--- src/rtl/sgdw_pkg.sv ---
package sgdw_pkg;

    // Field widths of the stream payload.
    localparam int MV_W    = 15;
    localparam int POS_W   = 17;
    localparam int CODE_W  = 16;
    localparam int CMD_W   = 8;
    localparam int FRAME_W = CMD_W + CODE_W;

    // DAC conversion constants: gain in Q16 and the mid-scale code.
    localparam logic [CODE_W-1:0]      MID_CODE = 16'h8000;
    localparam logic signed [POS_W-1:0] LIMIT_MV = 17'sd10000;
    localparam logic signed [35:0]      GAIN_Q16 = 36'sd206158;

    // Configuration register indexes.
    localparam logic [2:0] CFG_START_X = 3'd0;
    localparam logic [2:0] CFG_START_Y = 3'd1;
    localparam logic [2:0] CFG_END_X   = 3'd2;
    localparam logic [2:0] CFG_END_Y   = 3'd3;
    localparam logic [2:0] CFG_STEP_X  = 3'd4;
    localparam logic [2:0] CFG_STEP_Y  = 3'd5;
    localparam logic [2:0] CFG_CMD_A   = 3'd6;
    localparam logic [2:0] CFG_CMD_B   = 3'd7;

    // Request kinds carried in the input tuser.
    typedef enum logic [1:0] {
        REQ_START   = 2'd0,
        REQ_ADVANCE = 2'd1,
        REQ_DIRECT  = 2'd2
    } req_t;

    // Direct write targets.
    typedef enum logic [1:0] {
        CH_A    = 2'd0,
        CH_B    = 2'd1,
        CH_BOTH = 2'd2
    } dch_t;

    // Scan configuration as held in the register file.
    typedef struct packed {
        logic signed [MV_W-1:0] start_x;
        logic signed [MV_W-1:0] start_y;
        logic signed [MV_W-1:0] end_x;
        logic signed [MV_W-1:0] end_y;
        logic [MV_W-1:0]        step_x;
        logic [MV_W-1:0]        step_y;
        logic [CMD_W-1:0]       cmd_a;
        logic [CMD_W-1:0]       cmd_b;
    } cfg_t;

    // One result before conversion: target voltage and status flags.
    typedef struct packed {
        logic                    last;
        logic                    done;
        logic                    wv;
        logic                    ch;
        logic signed [POS_W-1:0] mv;
    } res_t;

endpackage

--- src/rtl/sgdw_scan.sv ---
module sgdw_scan (
    input  logic                aclk,
    input  logic                aresetn,
    input  sgdw_pkg::cfg_t      cfg,
    input  logic                item_valid,
    input  logic [1:0]          item_req,
    input  logic [1:0]          item_dch,
    input  logic signed [15:0]  item_dmv,
    output logic                item_done,
    input  logic                res_ready,
    output logic                res_valid,
    output sgdw_pkg::res_t      res
);

    typedef enum logic [1:0] {
        PH_IDLE  = 2'd0,
        PH_FWD   = 2'd1,
        PH_REV   = 2'd2,
        PH_YSTEP = 2'd3
    } phase_t;

    phase_t                  phase_reg, phase_next;
    logic signed [16:0]      pos_x_reg, pos_x_next;
    logic signed [16:0]      pos_y_reg, pos_y_next;
    logic                    sub_reg;
    logic                    res_valid_reg;
    sgdw_pkg::res_t          res_reg;

    logic                    slot_has;
    logic                    slot_final;
    sgdw_pkg::res_t          slot_res;
    logic                    free;
    logic                    emit;

    logic signed [17:0]      x_fwd, x_rev, y_up;
    logic signed [17:0]      end_x_w, end_y_w, start_x_w;
    logic signed [16:0]      dmv_w;

    // Row arithmetic at one extra bit so that no sum can wrap.
    assign end_x_w   = 18'(cfg.end_x);
    assign end_y_w   = 18'(cfg.end_y);
    assign start_x_w = 18'(cfg.start_x);
    assign x_fwd     = 18'(pos_x_reg) + $signed({3'b000, cfg.step_x});
    assign x_rev     = 18'(pos_x_reg) - $signed({3'b000, cfg.step_x});
    assign y_up      = 18'(pos_y_reg) + $signed({3'b000, cfg.step_y});
    assign dmv_w     = 17'(item_dmv);

    // Result of the current slot of the held item, and the scan update.
    always_comb begin
        slot_has   = 1'b0;
        slot_final = 1'b1;
        slot_res   = '0;
        phase_next = phase_reg;
        pos_x_next = pos_x_reg;
        pos_y_next = pos_y_reg;
        slot_res.last = 1'b1;
        case (sgdw_pkg::req_t'(item_req))
            sgdw_pkg::REQ_START: begin
                slot_has    = 1'b1;
                slot_res.wv = 1'b1;
                if (!sub_reg) begin
                    slot_final    = 1'b0;
                    slot_res.last = 1'b0;
                    slot_res.ch   = 1'b0;
                    slot_res.mv   = 17'(cfg.start_x);
                end else begin
                    slot_res.ch   = 1'b1;
                    slot_res.mv   = 17'(cfg.start_y);
                end
                pos_x_next = 17'(cfg.start_x);
                pos_y_next = 17'(cfg.start_y);
                phase_next = PH_FWD;
            end
            sgdw_pkg::REQ_DIRECT: begin
                slot_res.wv = 1'b1;
                slot_res.mv = dmv_w;
                case (sgdw_pkg::dch_t'(item_dch))
                    sgdw_pkg::CH_A: begin
                        slot_has    = 1'b1;
                        slot_res.ch = 1'b0;
                    end
                    sgdw_pkg::CH_B: begin
                        slot_has    = 1'b1;
                        slot_res.ch = 1'b1;
                    end
                    sgdw_pkg::CH_BOTH: begin
                        slot_has      = 1'b1;
                        slot_res.ch   = sub_reg;
                        slot_res.last = sub_reg;
                        slot_final    = sub_reg;
                    end
                    default: begin
                        slot_has = 1'b0;
                    end
                endcase
            end
            sgdw_pkg::REQ_ADVANCE: begin
                slot_has = 1'b1;
                unique case (phase_reg)
                    PH_FWD: begin
                        slot_res.wv = 1'b1;
                        if (x_fwd >= end_x_w) begin
                            pos_x_next = 17'(cfg.end_x);
                            phase_next = PH_YSTEP;
                        end else begin
                            pos_x_next = 17'(x_fwd);
                        end
                        slot_res.mv = pos_x_next;
                    end
                    PH_REV: begin
                        slot_res.wv = 1'b1;
                        if (x_rev <= start_x_w) begin
                            pos_x_next = 17'(cfg.start_x);
                            phase_next = PH_YSTEP;
                        end else begin
                            pos_x_next = 17'(x_rev);
                        end
                        slot_res.mv = pos_x_next;
                    end
                    PH_YSTEP: begin
                        if (18'(pos_y_reg) >= end_y_w) begin
                            slot_res.done = 1'b1;
                            phase_next    = PH_IDLE;
                        end else begin
                            slot_res.wv = 1'b1;
                            slot_res.ch = 1'b1;
                            if (y_up > end_y_w) begin
                                pos_y_next = 17'(cfg.end_y);
                            end else begin
                                pos_y_next = 17'(y_up);
                            end
                            slot_res.mv = pos_y_next;
                            if (18'(pos_x_reg) >= end_x_w) begin
                                phase_next = PH_REV;
                            end else begin
                                phase_next = PH_FWD;
                            end
                        end
                    end
                    PH_IDLE: begin
                        slot_res.done = 1'b1;
                    end
                endcase
            end
            default: begin
                slot_has = 1'b0;
            end
        endcase
    end

    // A slot moves on when the result register is free.
    assign free      = !res_valid_reg || res_ready;
    assign emit      = item_valid && free;
    assign item_done = emit && slot_final;

    // Scan state, slot index and the result register.
    always_ff @(posedge aclk) begin
        if (!aresetn) begin
            phase_reg     <= PH_IDLE;
            pos_x_reg     <= '0;
            pos_y_reg     <= '0;
            sub_reg       <= 1'b0;
            res_valid_reg <= 1'b0;
        end else begin
            if (emit) begin
                sub_reg <= !slot_final;
            end
            if (item_done) begin
                phase_reg <= phase_next;
                pos_x_reg <= pos_x_next;
                pos_y_reg <= pos_y_next;
            end
            if (free) begin
                res_valid_reg <= emit && slot_has;
                res_reg       <= slot_res;
            end
        end
    end

    assign res_valid = res_valid_reg;
    assign res       = res_reg;

endmodule

--- src/rtl/sgdw_conv.sv ---
module sgdw_conv (
    input  logic                        aclk,
    input  logic                        aresetn,
    input  logic [sgdw_pkg::CMD_W-1:0]  cmd_a,
    input  logic [sgdw_pkg::CMD_W-1:0]  cmd_b,
    input  logic                        res_valid,
    input  sgdw_pkg::res_t              res,
    output logic                        res_ready,
    output logic                        m_tvalid,
    input  logic                        m_tready,
    output logic [47:0]                 m_tdata,
    output logic [1:0]                  m_tuser,
    output logic                        m_tlast
);

    logic signed [16:0]              mv;
    logic signed [35:0]              prod;
    logic [sgdw_pkg::CODE_W-1:0]     code_raw;
    logic [sgdw_pkg::CODE_W-1:0]     code;
    logic [sgdw_pkg::CMD_W-1:0]      cmd;
    logic                            in_range;

    logic                            out_valid_reg;
    logic [sgdw_pkg::FRAME_W-1:0]    frame_reg;
    logic                            ch_reg;
    logic [sgdw_pkg::CODE_W-1:0]     code_reg;
    logic                            wv_reg;
    logic                            done_reg;
    logic                            last_reg;

    // Millivolts to offset-binary code: mid-scale plus floor(mv * gain / 2^16).
    assign mv       = res.mv;
    assign prod     = 36'(mv) * sgdw_pkg::GAIN_Q16;
    assign code_raw = sgdw_pkg::MID_CODE + prod[31:16];
    assign in_range = (mv <= sgdw_pkg::LIMIT_MV) && (mv >= -sgdw_pkg::LIMIT_MV);
    assign code     = in_range ? code_raw : sgdw_pkg::MID_CODE;
    assign cmd      = res.ch ? cmd_b : cmd_a;

    assign res_ready = !out_valid_reg || m_tready;

    // Output register; status results carry zero frame, channel and code.
    always_ff @(posedge aclk) begin
        if (!aresetn) begin
            out_valid_reg <= 1'b0;
        end else if (res_ready) begin
            out_valid_reg <= res_valid;
            if (res.wv) begin
                frame_reg <= {cmd, code};
                ch_reg    <= res.ch;
                code_reg  <= code;
            end else begin
                frame_reg <= '0;
                ch_reg    <= 1'b0;
                code_reg  <= '0;
            end
            wv_reg   <= res.wv;
            done_reg <= res.done;
            last_reg <= res.last;
        end
    end

    assign m_tvalid = out_valid_reg;
    assign m_tdata  = {7'b0000000, code_reg, ch_reg, frame_reg};
    assign m_tuser  = {done_reg, wv_reg};
    assign m_tlast  = last_reg;

endmodule

--- src/rtl/serpentine_galvo_scan_dac_writer.sv ---
// Path: each result passes through the input, scan result and output registers on its
// way to the m_ side. Throughput: one item per cycle for items with one or no result,
// while m_tready does not hold the output; start requests and direct writes to both
// channels give two results, set by one result transfer per cycle through the output register.
// Reset (aresetn low, synchronous): configuration registers take their default values,
// the scan goes idle at position zero and all stages are emptied.
module serpentine_galvo_scan_dac_writer (
    input  logic        aclk,
    input  logic        aresetn,
    input  logic        s_tvalid,
    output logic        s_tready,
    input  logic [23:0] s_tdata,   // [1:0] direct_channel, [17:2] direct_mv, [23:18] zero
    input  logic [1:0]  s_tuser,   // [1:0] req_type
    output logic        m_tvalid,
    input  logic        m_tready,
    output logic [47:0] m_tdata,   // [23:0] spi_frame, [24] dac_channel, [40:25] dac_code
    output logic [1:0]  m_tuser,   // [0] write_valid, [1] scan_done
    output logic        m_tlast,   // last_of_item
    input  logic        cfg_we,
    input  logic [2:0]  cfg_index,
    input  logic [14:0] cfg_data
);

    sgdw_pkg::cfg_t     cfg_reg;
    logic               i_valid_reg;
    logic [1:0]         i_req_reg;
    logic [1:0]         i_dch_reg;
    logic signed [15:0] i_dmv_reg;
    logic               item_done;
    logic               res_valid;
    logic               res_ready;
    sgdw_pkg::res_t     res;

    // Configuration register file.
    always_ff @(posedge aclk) begin
        if (!aresetn) begin
            cfg_reg.start_x <= -15'sd5000;
            cfg_reg.start_y <= -15'sd5000;
            cfg_reg.end_x   <= 15'sd5000;
            cfg_reg.end_y   <= 15'sd5000;
            cfg_reg.step_x  <= 15'd100;
            cfg_reg.step_y  <= 15'd100;
            cfg_reg.cmd_a   <= 8'd24;
            cfg_reg.cmd_b   <= 8'd25;
        end else if (cfg_we) begin
            unique case (cfg_index)
                sgdw_pkg::CFG_START_X: cfg_reg.start_x <= cfg_data;
                sgdw_pkg::CFG_START_Y: cfg_reg.start_y <= cfg_data;
                sgdw_pkg::CFG_END_X:   cfg_reg.end_x   <= cfg_data;
                sgdw_pkg::CFG_END_Y:   cfg_reg.end_y   <= cfg_data;
                sgdw_pkg::CFG_STEP_X:  cfg_reg.step_x  <= cfg_data;
                sgdw_pkg::CFG_STEP_Y:  cfg_reg.step_y  <= cfg_data;
                sgdw_pkg::CFG_CMD_A:   cfg_reg.cmd_a   <= cfg_data[7:0];
                sgdw_pkg::CFG_CMD_B:   cfg_reg.cmd_b   <= cfg_data[7:0];
                default: begin
                end
            endcase
        end
    end

    // Input register; refills in the same cycle its item finishes.
    assign s_tready = !i_valid_reg || item_done;

    always_ff @(posedge aclk) begin
        if (!aresetn) begin
            i_valid_reg <= 1'b0;
        end else if (s_tvalid && s_tready) begin
            i_valid_reg <= 1'b1;
            i_req_reg   <= s_tuser;
            i_dch_reg   <= s_tdata[1:0];
            i_dmv_reg   <= s_tdata[17:2];
        end else if (item_done) begin
            i_valid_reg <= 1'b0;
        end
    end

    sgdw_scan u_scan (
        .aclk       (aclk),
        .aresetn    (aresetn),
        .cfg        (cfg_reg),
        .item_valid (i_valid_reg),
        .item_req   (i_req_reg),
        .item_dch   (i_dch_reg),
        .item_dmv   (i_dmv_reg),
        .item_done  (item_done),
        .res_ready  (res_ready),
        .res_valid  (res_valid),
        .res        (res)
    );

    sgdw_conv u_conv (
        .aclk      (aclk),
        .aresetn   (aresetn),
        .cmd_a     (cfg_reg.cmd_a),
        .cmd_b     (cfg_reg.cmd_b),
        .res_valid (res_valid),
        .res       (res),
        .res_ready (res_ready),
        .m_tvalid  (m_tvalid),
        .m_tready  (m_tready),
        .m_tdata   (m_tdata),
        .m_tuser   (m_tuser),
        .m_tlast   (m_tlast)
    );

endmodule
--- config.mk ---
export PLATFORM = sky130hd
export DESIGN_NAME = serpentine_galvo_scan_dac_writer
export DESIGN_NICKNAME = d
export VERILOG_FILES = /design/src/rtl/sgdw_pkg.sv /design/src/rtl/sgdw_scan.sv /design/src/rtl/sgdw_conv.sv /design/src/rtl/serpentine_galvo_scan_dac_writer.sv
export SDC_FILE = /design/constraint.sdc
export NUM_CORES = 1
export LEC_CHECK = 0
export BUFFER_PORTS_ARGS = -buffer_cell sky130_fd_sc_hd__clkbuf_2
export CAP_MARGIN = 20
export CORE_MARGIN = 1.5
export CORE_UTILIZATION = 50
export CTS_BUF_LIST = sky130_fd_sc_hd__clkbuf_8
export DETAILED_ROUTE_END_ITERATION = 8
export PLACE_DENSITY = 0.72
export REMOVE_ABC_BUFFERS = 1
export SLEW_MARGIN = 40
export SYNTH_ARGS = -nofsm -noshare
export SYNTH_HDL_FRONTEND = slang
export SYNTH_SLANG_ARGS = --single-unit
--- constraint.sdc ---
create_clock -name aclk -period 17.8 [get_ports aclk]
set_clock_uncertainty 0.05 [all_clocks]
set_input_delay 0.89 -clock aclk [delete_from_list [all_inputs] [get_ports aclk]]
set_output_delay 0.89 -clock aclk [all_outputs]
set_load 0.02 [all_outputs]
### Word level (Yosys, flattened, before mapping)

Index checks and enable logic that the tools add are counted.

* register bits: 231
* bits of input ports: 49
* output and inout port bits: 53
* word-level logic and storage cells: 128

* $add $sub $neg: 4
* multiply operators: 1
* $lt $le $gt $ge: 7
* equal/unequal tests: 20
* multiplexer cells: 32
* reduce and logical (&&, ||, !) cells: 35

Operator list (count)
* $pmux W17 S2: 3
* $mux W17: 5
* $pmux W19 S3: 1
* $pmux W17 S3: 1
* $add A17 B16 Y18: 2
* $ge A17 B15 Y1: 2
* $mul A17 B18 Y31 const B: 1
* $reduce_and A2 Y1: 11
* $mux W19: 1
* $ge A18 B15 Y1: 1
* $gt A18 B15 Y1: 1
* $le A18 B15 Y1: 1
* $mux W18: 1
* $sub A17 B16 Y18: 1
* $ge A17 B15 Y1 const B: 1
* $le A17 B15 Y1 const B: 1
* $add A16 B16 Y16 const A: 1
* $mux W16: 1
* $eq A3 B3 Y1 const B: 4
* $pmux W1 S2: 5
* $eq A2 B2 Y1 const B: 4
* $mux W2: 4
* $mux W8: 1
* $mux W1: 7
* 20 further kinds: 38

### Longest topological paths before layout

Gate-level depths: netlist (run 1).

* depth in word-level cells: 8
* depth in mapped cells: 22
* gate-level depth less buffers: 22

### Cells and area by module

From an unflattened synthesis (run 1), not the netlist that was laid out.

* cell total of the unflattened synthesis: 2230
* area, all modules: 20071.8 um^2

By module, submodules not included
* sgdw_scan: instances 1, cells an instance 1103, area each 8464.4 um^2, seq. area each 1391.3 um^2
* sgdw_conv: instances 1, cells an instance 715, area each 6860.3 um^2, seq. area each 860.8 um^2
* serpentine_galvo_scan_dac_writer: instances 1, cells an instance 412, area each 4747.1 um^2, seq. area each 2742.6 um^2

### Worst setup path after synthesis (run 1)

Ideal clock, no wire load.

* path type: reg2reg
* start point: reg u_scan.res_reg, in the netlist u_scan.res[14]
* end point: reg u_conv.frame_reg[15] (netlist bit) (data pin)
* library setup time: 0.258 ns
* data arrival time: 5.508 ns
* required time: 17.492 ns
* setup slack: 11.984 ns
* stages on the path, launching flop included: 22
* path buffers: 0
* period minus slack after synthesis: 5.816 ns
* cell sequence: edfxtp_1 inv_1 ha_1 ha_1 inv_1 fa_1 inv_1 fa_1 inv_1 fa_1 fa_1 inv_1 ha_1 a2111oi_4 o21ai_2 a21boi_2 a2111oi_4 a311oi_2 nor4_1 a2111oi_2 xnor2_1 a21boi_1

* cells in the longest elaborated chain, start to end: 3
* elaborated cells on any way between the ends: 6
* classes of those cells: add/sub: 1; mul: 1; order compare: 2; mux: 1; reduce/logical: 1

RTL lines
* start: declaration: line sgdw_scan.sv:27 `sgdw_pkg::res_t res_reg;`
* start signal: assignment: line sgdw_scan.sv:175 `res_reg <= slot_res;`
* $mul A17 B18 Y31 (tied with other cells): line sgdw_conv.sv:33 `assign prod = 36'(mv) * sgdw_pkg::GAIN_Q16;`
* $add A16 B16 Y16 or $logic_and A1 B1 Y1 (tied branches): line sgdw_conv.sv:34, sgdw_conv.sv:35
* $mux W16 *: line sgdw_conv.sv:36 `assign code = in_range ? code_raw : sgdw_pkg::MID_CODE;`
* end signal: assignment: line sgdw_conv.sv:48 `frame_reg <= {cmd, code};`
* end: declaration: line sgdw_conv.sv:24 `logic [sgdw_pkg::FRAME_W-1:0] frame_reg;`

Mark *: on every way between the ends. The rest lies on a longest branch, timed or not.
A chain may end at the register's enable or synchronous reset.

### Final worst setup path (run 1)

* start point: reg u_scan.res_reg, in the netlist u_scan.res[16]
* end point: reg u_conv.frame_reg[15] (netlist bit) (data pin)

Same word-level chain as after synthesis.

==> out/summary.txt, run 1 <==
outcome = finished clean
relative slew slack = 45.8%
Final Routed Wirelength = 52200 um
htree depth = 2
drt via density = 5.68
number of global-route vias before repair = 15600
die width = 198 um
worst skew pair latency = 630 ps
Max Freq = 0.156 GHz
critical path capture point type = register
Post-synth top flop = dfxtp_1
cell mode on critical path = fa_1
1st-pass router iterations = 5
post-synthesis average cell area = 8.73 um2
cell with the largest stage delay on the worst path = fa_1
Setup crit start kind = register
worst vdd ir = 0.0000664 V
Lkg Pwr = 9.52 nW
switching pwr = 0.827 mW
Post-synth EDFFs = 69
routability cong. = 0.966
fin crit period = 6420 ps
final setup vio count = 0
placed wire-length estimate = 40100 um
max reg flops = 106
Final Cycle Share = 36.0%
global-route wire length before repair = 82800 um
Clk pwr share = 23.2%
commonest cells after routing, fill and taps aside = 297 x ha_1, 277 x nand2_1, 276 x inv_1, 176 x a21oi_1, 146 x dfxtp_1
Max FO, Critical Path = 5
Int Power = 1.17 mW
hold_ws = 392 ps
Async S/R FF share, synth = 0%
DIE HEIGHT = 198 um
RSZ-0062 raised after global routing = no
TNS Setup = 0 ps
combinational share of power = 48.8%
antenna cells = 0
CP arrival = 6690 ps
final hold vios = 0
power share of the sequential group = 27.9%
Post-CTS Setup Repair Bufs = 0
Final Max Slew Viols = 0
post-synth design cell area = 19000 um2
Syn-to-layout area delta = 7.82%
largest net degree at the start of global routing = 52
Num CTS Buffers = 39
hold buffers post-CTS = 0
Clock Sink Count = 215
Cell Area, Placed = 19700 um2
Reg clk slew, reported paths = 60 ps
Seq/Total Area, Yosys = 26.3%
number of nets still failing antenna checks after routing = 0
grt ovf = 0
fin nets = 2654
share of layout cells above drive strength 1 = 8.62%
Synth Instances = 2178
initial antenna violation count = 1
initial DRC count = 911
most common cell after layout, fill and taps aside = ha_1
Yosys Warn Count = 0
Pwr Density = 97.4 nW/um2
root buf cell = clkbuf_8
Yosys reg bits = 215
Ports = 102
Worst Tran Pin Value = 813 ps
final instance area = 20500 um2
critical path type = reg -> reg
filler instances = 3472
Unique masters post-synth = 78
routed via count = 15700
Initial Util = 50.6%
gr usage total = 27.3%
I/O Buffers = 88
Post-CTS Resized = 0
DRC = 0
worst hold path class = in -> reg
CP max stage delay = 570 ps
Req. time, crit path = 18080 ps
Power, Total = 2.00 mW
Max-Cap Viols = 0
CP cell instances = inv_1 > ha_1 > fa_1 > inv_1 > fa_1 > fa_1 > inv_1 > fa_1 > fa_1 > ha_1 > nand2_1 > a21oi_1 > a21boi_2 > a2111oi_4 > a311oi_2 > nor4_1 > a2111oi_2 > xnor2_1 > a21boi_1
core box area = 37600 um2
CTS tree = done
# rows = 71
drt wl/cell = 18.9 um
die area = 39200 um2
switching share of power = 41.4%
clock buffer depth = 3
path summary, 6_finish.rpt:
check	startpoint	end	slack (ps)	cells after the start
worst max-delay path	u_scan.res[16]	u_conv.frame_reg[15]	11380	19
worst min register to register	cfg_reg[8]	cfg_reg[8]	400	2
worst min-delay path	s_tdata[1]	i_dch_reg[1]	390	1
worst max register to register	u_scan.res[16]	u_conv.frame_reg[15]	11380	19
critical path: cells and delay by family, from the launching register on:
family / cells / cell delay [ps]
fa+ha+maj: 7 / 3400
flops: 1 / 530
xor+xnor: 1 / 150
buf+inv: 3 / 230
compound gates: 6 / 1290
simple gates: 2 / 480
layout make-up:
class,instances,area [um2],area share [%]
Clock buffer,41,564,2.75
Clock inverter,31,185,0.903
Inverter,266,998,4.87
Multi-Input combinational cell,1594,12600,61.3
Sequential cell,215,4990,24.4
Tap cell,511,639,3.12
Timing Repair Buffer,103,561,2.73
stage by stage:
stage / utilization [%] / std cells / setup slack, ps
2_1_floorplan: - / 2075 / 11980
3_3_place_gp: 52.4 / 2688 / 11550
3_5_place_dp: 52.5 / 2689 / 11460
4_1_cts: 54.5 / 2761 / 11390
5_1_grt: 54.6 / 2761 / 11030
6_report: 54.6 / 2761 / 11380
layer usage:
| layer | global-route usage (%) | part of all wire, % |
|---|---|---|
| met5 | 0 | 0 |
| met4 | 13.2 | 4.7 |
| met3 | 3.97 | 5.4 |
| met2 | 47.2 | 48 |
| met1 | 33.2 | 42 |
synth_stat cells (6+ instances only):
master,count,share of area (%)
a2111oi_0,9,0.41
a211o_1,19,0.88
a211oi_1,22,0.87
a21o_1,38,1.5
a21oi_1,177,4.7
a31oi_1,10,0.33
and2_1,7,0.23
and3_1,10,0.33
buf_4,27,1.1
clkbuf_1,69,1.4
clkbuf_2,8,0.21
dfxtp_1,146,15
edfxtp_1,69,11
fa_1,88,9.3
ha_1,298,20
inv_1,265,5.2
mux2_2,8,0.47
mux2i_1,60,3.2
nand2_1,279,5.5
nand2b_1,20,0.66
nand3_1,36,0.95
nand4_1,22,0.72
nor2_1,149,2.9
nor2b_1,22,0.72
nor3_1,27,0.71
nor4_1,14,0.46
o2111ai_1,6,0.28
o211ai_1,33,1.3
o21a_1,8,0.32
o21ai_0,53,1.4
o21ai_1,12,0.32
o21bai_1,7,0.28
o221ai_1,9,0.41
o31ai_1,9,0.36
xnor2_1,46,2.1
xor2_1,13,0.60
power groups by stage:
stage               sequential [mW]  combinational [mW]  clock (mW)
global route                  0.561                1.11       0.493
detailed placement            0.568               0.973           0
floorplan                     0.582               0.736           0
finish                        0.558               0.974       0.464
global placement              0.567               0.943           0
CTS                           0.558               0.983       0.472
cells by family after synthesis:
group           Yosys count  synth area share, %
buf+inv                 375                 8.11
other cells               1               0.0197
simple gates            607                 14.0
mux                      71                 3.87
compound gates          464                 16.1
fa+ha+maj               386                 28.9
xor+xnor                 59                 2.72
flops                   215                 26.3
Power figures use the tool's default switching activity.
==> run 2, diff against run 1 <==
PLACE_DENSITY = 0.75   (was 0.72)
clock period = 5.5 ns   (was 17.8 ns; I/O delays follow)
==> run 2 against run 1 <==
  * The flow now finishes with violations (setup timing)
  * Register-to-register slack got worse by 11000 ps
  * Count of clock-buffer cells in the layout rose by 5
  * Design area is 8.3% higher
  * Clock power grew to 3.4 times the previous value
  * Global-route usage up 2.0 points
  * Sequential power rose to 3.2 times the previous value
  * Via count increased by 5.5%
  * Worst hold slack worse by 350 ps
  * Core utilization grew 4.5 points
  * Total power grew to 3.8 times the previous value
  * Critical path depth increased by 2
  * Flip-flop and latch count unchanged
  * Critical endpoint unchanged
  * Largest power group unchanged
==> out/summary.txt, run 2 (synthesis results as in run 1) <==
clock buffer depth = 3
commonest cells after routing, fill and taps aside = 278 x nand2_1, 275 x ha_1, 263 x inv_1, 174 x a21oi_1, 147 x buf_4
global-route wire length before repair = 88300 um
die width = 198 um
Final Routed Wirelength = 56200 um
largest net degree at the start of global routing = 62
drt wl/cell = 19.2 um
Max Freq = 0.179 GHz
CP arrival = 5870 ps
grt ovf = 0
1st-pass router iterations = 5
DIE HEIGHT = 198 um
pre-CTS WS = -521 ps
Final Cycle Share = 102%
fin nets = 2822
share of layout cells above drive strength 1 = 16.1%
number of nets still failing antenna checks after routing = 0
worst vdd ir = 0.000291 V
number of global-route vias before repair = 16600
Pwr Density = 342 nW/um2
CTS tree = done
Non-Filler Instances = 2928
placed cells = 2807
worst hold path class = in -> reg
Reg clk slew, reported paths = 70 ps
Max-Cap Viols = 0
I/O Buffers = 88
critical path type = reg -> reg
placed wire-length estimate = 43300 um
worst skew pair latency = 630 ps
drt via density = 5.65
DRC = 0
worst setup margin = -88.0 ps
Num CTS Buffers = 39
max reg flops = 106
outcome = complete, but fails checks
Ports = 102
antenna cells = 0
routability cong. = 0.974
final hold vios = 0
core box area = 37600 um2
htree depth = 2
most common cell after layout, fill and taps aside = nand2_1
TNS Setup = -191 ps
Max FO, Critical Path = 3
initial DRC count = 1178
failing checks = setup timing
gr usage total = 29.2%
Req. time, crit path = 5790 ps
Syn-to-layout area delta = 16.8%
RSZ-0062 raised after global routing = yes
Lkg Pwr = 10.3 nW
Final Max Slew Viols = 0
Setup crit start kind = register
initial antenna violation count = 0
die area = 39200 um2
Clock Sink Count = 215
routed via count = 16600
relative slew slack = 43.7%
final setup vio count = 3
root buf cell = clkbuf_8
Worst Tran Pin Value = 844 ps
Initial Util = 50.6%
fin crit period = 5590 ps
# rows = 71
critical path capture point type = register
[run 2: report_power, final]
part / internal, mW / switching, mW
Combinational: 2.02 / 2.23
Clock: 0.817 / 0.743
Sequential: 1.73 / 0.0576
[run 2: per-stage QoR]
stage / utilization (%) / power, mW / cell area [um2] / hold WS, ps
final: 59.1 / 7.60 / 22200 / 40.6
after global routing: 59.1 / 8.15 / 22200 / 37.6
after CTS: 58.6 / 7.41 / 22000 / 10.5
after detailed placement: 54.9 / 5.46 / 20600 / 399
after global placement: 54.8 / 5.35 / 20600 / 393
after floorplan: - / 4.27 / 18500 / 297
[run 2: layer usage]
| layer | wire [um] | vias to the layer above | global-route usage, % |
|---|---|---|---|
| met4 | 2840 | 0 | 14.6 |
| met3 | 3290 | 149 | 3.61 |
| met5 | 0 | - | 0 |
| met2 | 27600 | 604 | 51.7 |
| met1 | 22500 | 7901 | 34.9 |
| li1 | - | 7897 | - |
[run 2: final cells by class]
cell class	instances	area (um2)
clock inverters	25	154
inverters	266	1000
clock buffers	46	633
flip-flops and latches	215	4990
multi-input cells	1594	12900
fillers	3275	15400
well taps	511	639
repair buffers	271	1910
[run 2: worst paths after layout]
kind,from,to,slack [ps],cells past startpoint
worst min-delay path,cfg_data[0],cfg_reg[91],40,3
worst max register to register,u_scan.res[10],u_conv.frame_reg[15],-90,21
worst min register to register,cfg_reg[6],cfg_reg[6],410,2
worst max-delay path,u_scan.res[10],u_conv.frame_reg[15],-90,21
[run 2: critical path, cell delays in order (launching register included)]
cell,delay [ps]
edfxtp_1,430
buf_6,150
fa_1,530
ha_2,170
inv_1,40
fa_1,480
inv_1,50
ha_1,270
inv_1,50
fa_1,470
inv_1,50
fa_1,540
ha_4,230
and3_4,170
and2_4,140
a311oi_4,370
a2111oi_4,150
a311oi_2,370
nor4_2,80
a2111oi_2,280
xnor2_1,190
a21boi_1,90
[run 2: what timing repair did]
item	CTS	global route
endpoints found under the hold margin	52	0
hold buffers	28	0
pin swaps	48	24
endpoints found under the setup margin	10	31
resized for setup	37	40
buffers inserted	17	5
==> run 3, diff against run 2 <==
REMOVE_ABC_BUFFERS = unset   (was 1)
==> run 3 against run 2 <==
  * The flow still finishes with violations (setup timing)
  * Die area stayed put
  * Worst hold slack better by 1.9 ps
  * Global-route usage is 0.32 points lower
  * Critical path depth is 2 lower
  * Core utilization is 0.35 points lower
  * Routed wire length is 0.37% lower
  * Register-to-register slack worse by 90 ps
  * Count of clock-buffer cells in the layout is 2 lower
  * Via count is 0.39% lower
  * Cell count is 0.44% lower
  * Critical endpoint is now u_conv.code_reg[13]
==> out/summary.txt, run 3 (synthesis results as in run 1) <==
final setup vio count = 3
Clock Sink Count = 215
Syn-to-layout area delta = 16.1%
Max Freq = 0.176 GHz
core box area = 37600 um2
gr usage total = 28.9%
most common cell after layout, fill and taps aside = ha_1
grt ovf = 0
die area = 39200 um2
Final Cycle Share = 103%
worst setup margin = -176 ps
relative slew slack = 40.4%
critical path capture point type = register
worst hold path class = in -> reg
worst skew pair latency = 640 ps
clock buffer depth = 3
RSZ-0062 raised after global routing = yes
Final Max Slew Viols = 0
final instance area = 22100 um2
Pwr Density = 342 nW/um2
root buf cell = clkbuf_8
outcome = complete, but fails checks
CP arrival = 5950 ps
largest net degree at the start of global routing = 67
Lkg Pwr = 10.3 nW
final hold vios = 0
I/O Buffers = 88
placed wire-length estimate = 42500 um
max reg flops = 106
failing checks = setup timing
initial antenna violation count = 1
Num CTS Buffers = 40
Max-Cap Viols = 0
fin nets = 2808
commonest cells after routing, fill and taps aside = 282 x ha_1, 276 x nand2_1, 272 x inv_1, 172 x a21oi_1, 147 x nor2_1
worst vdd ir = 0.000336 V
DIE HEIGHT = 198 um
number of global-route vias before repair = 16500
share of layout cells above drive strength 1 = 15.0%
die width = 198 um
CP startpoint = u_scan.res[13]
Final Routed Wirelength = 56000 um
Initial Util = 50.6%
1st-pass router iterations = 7
DRC = 0
worst r2r src = u_scan.res[13]
global-route wire length before repair = 87500 um
Ports = 102
Worst Tran Pin Value = 894 ps
# rows = 71
htree depth = 2
Reg clk slew, reported paths = 60 ps
Cell Area, Placed = 20600 um2
routability cong. = 0.947
critical path type = reg -> reg
number of nets still failing antenna checks after routing = 0
routed via count = 16500
Max FO, Critical Path = 6
filler instances = 3297
pre-CTS WS = -250 ps
drt via density = 5.66
antenna cells = 0
hold wc startpoint = cfg_data[5]
Setup crit start kind = register
initial DRC count = 1090
CTS tree = done
fin crit period = 5680 ps
Req. time, crit path = 5770 ps
drt wl/cell = 19.2 um
run 3: cell types whose count changed in the layout (fill, tap and decap cells not counted), moves of 3 or more:
cell	delta
inv_1	+9
o21ai_0	+4
o21ai_2	+3
buf_4	-15
ha_1	+7
ha_4	-4
ha_2	-3
o21ai_1	-6
buf_6	-5
inv_2	-4
dlygate4sd3_1	+5
run 3: final cells by class:
class                      count  area (um2)  area share (%)
inverter                     266         998            4.52
timing repair buffer         256        1800            8.13
multi-input combinational   1594       12900            58.3
sequential                   215        4990            22.6
tap                          511         639            2.90
clock inverter                29         175           0.794
clock buffer                  44         606            2.74
run 3: path summary, 6_finish.rpt:
path / end / slack, ps / cells past startpoint
hold / removal: cfg_reg[51] / 40 / 3
setup reg to reg: u_conv.code_reg[13] / -180 / 19
setup / recovery: u_conv.code_reg[13] / -180 / 19
hold reg to reg: cfg_reg[6] / 400 / 2
run 3: through the flow:
stage	hold slack, ps	util (%)	power, mW	std cells	setup TNS (ps)
global route	49.1	58.7	8.11	2915	-1520
global placement	391	54.7	5.35	2790	-315
CTS	8.23	58.2	7.28	2909	-404
detailed placement	397	54.8	5.46	2790	-610
finish	42.5	58.7	7.55	2915	-451
floorplan	324	-	4.44	2184	0
run 3: timing repair:
action | 4_1_cts | 5_1_grt
endpoints found under the hold margin | 77 | 0
buffers inserted | 13 | 6
gates resized for setup | 19 | 29
pin swaps | 14 | 10
gates cloned | 0 | 0
hold buffers | 33 | 0
endpoints found under the setup margin | 5 | 31
run 3: report_power, final:
group	leakage (nW)	internal, mW	total (mW)	switching, mW
Sequential	1.87	1.73	1.79	0.0597
Clock	0.449	0.794	1.56	0.763
Combinational	7.96	1.94	4.20	2.27
run 3: worst max-delay path, stage by stage (launching register included):
cell and delay, ps:
edfxtp_1 520, ha_4 300, fa_1 480, inv_1 50
fa_1 480, fa_1 550, inv_1 50, fa_1 490
fa_1 450, ha_4 340, nand4_1 130, o21ai_1 170
a21oi_2 60, a2111oi_4 340, a311oi_2 200, buf_4 180
o31ai_4 240, buf_4 160, xnor2_2 100, nor2_1 50
run 3: per-layer routing:
layer  share of wire, %  wire length (um)  vias up  global-route usage, %
li1                   -                 -     7887                      -
met4                5.9              3290        0                   17.8
met1                 40             22500     7817                   33.9
met2                 48             27000      601                   49.5
met5                  0                 0        -                      0
met3                5.8              3230      181                   4.70
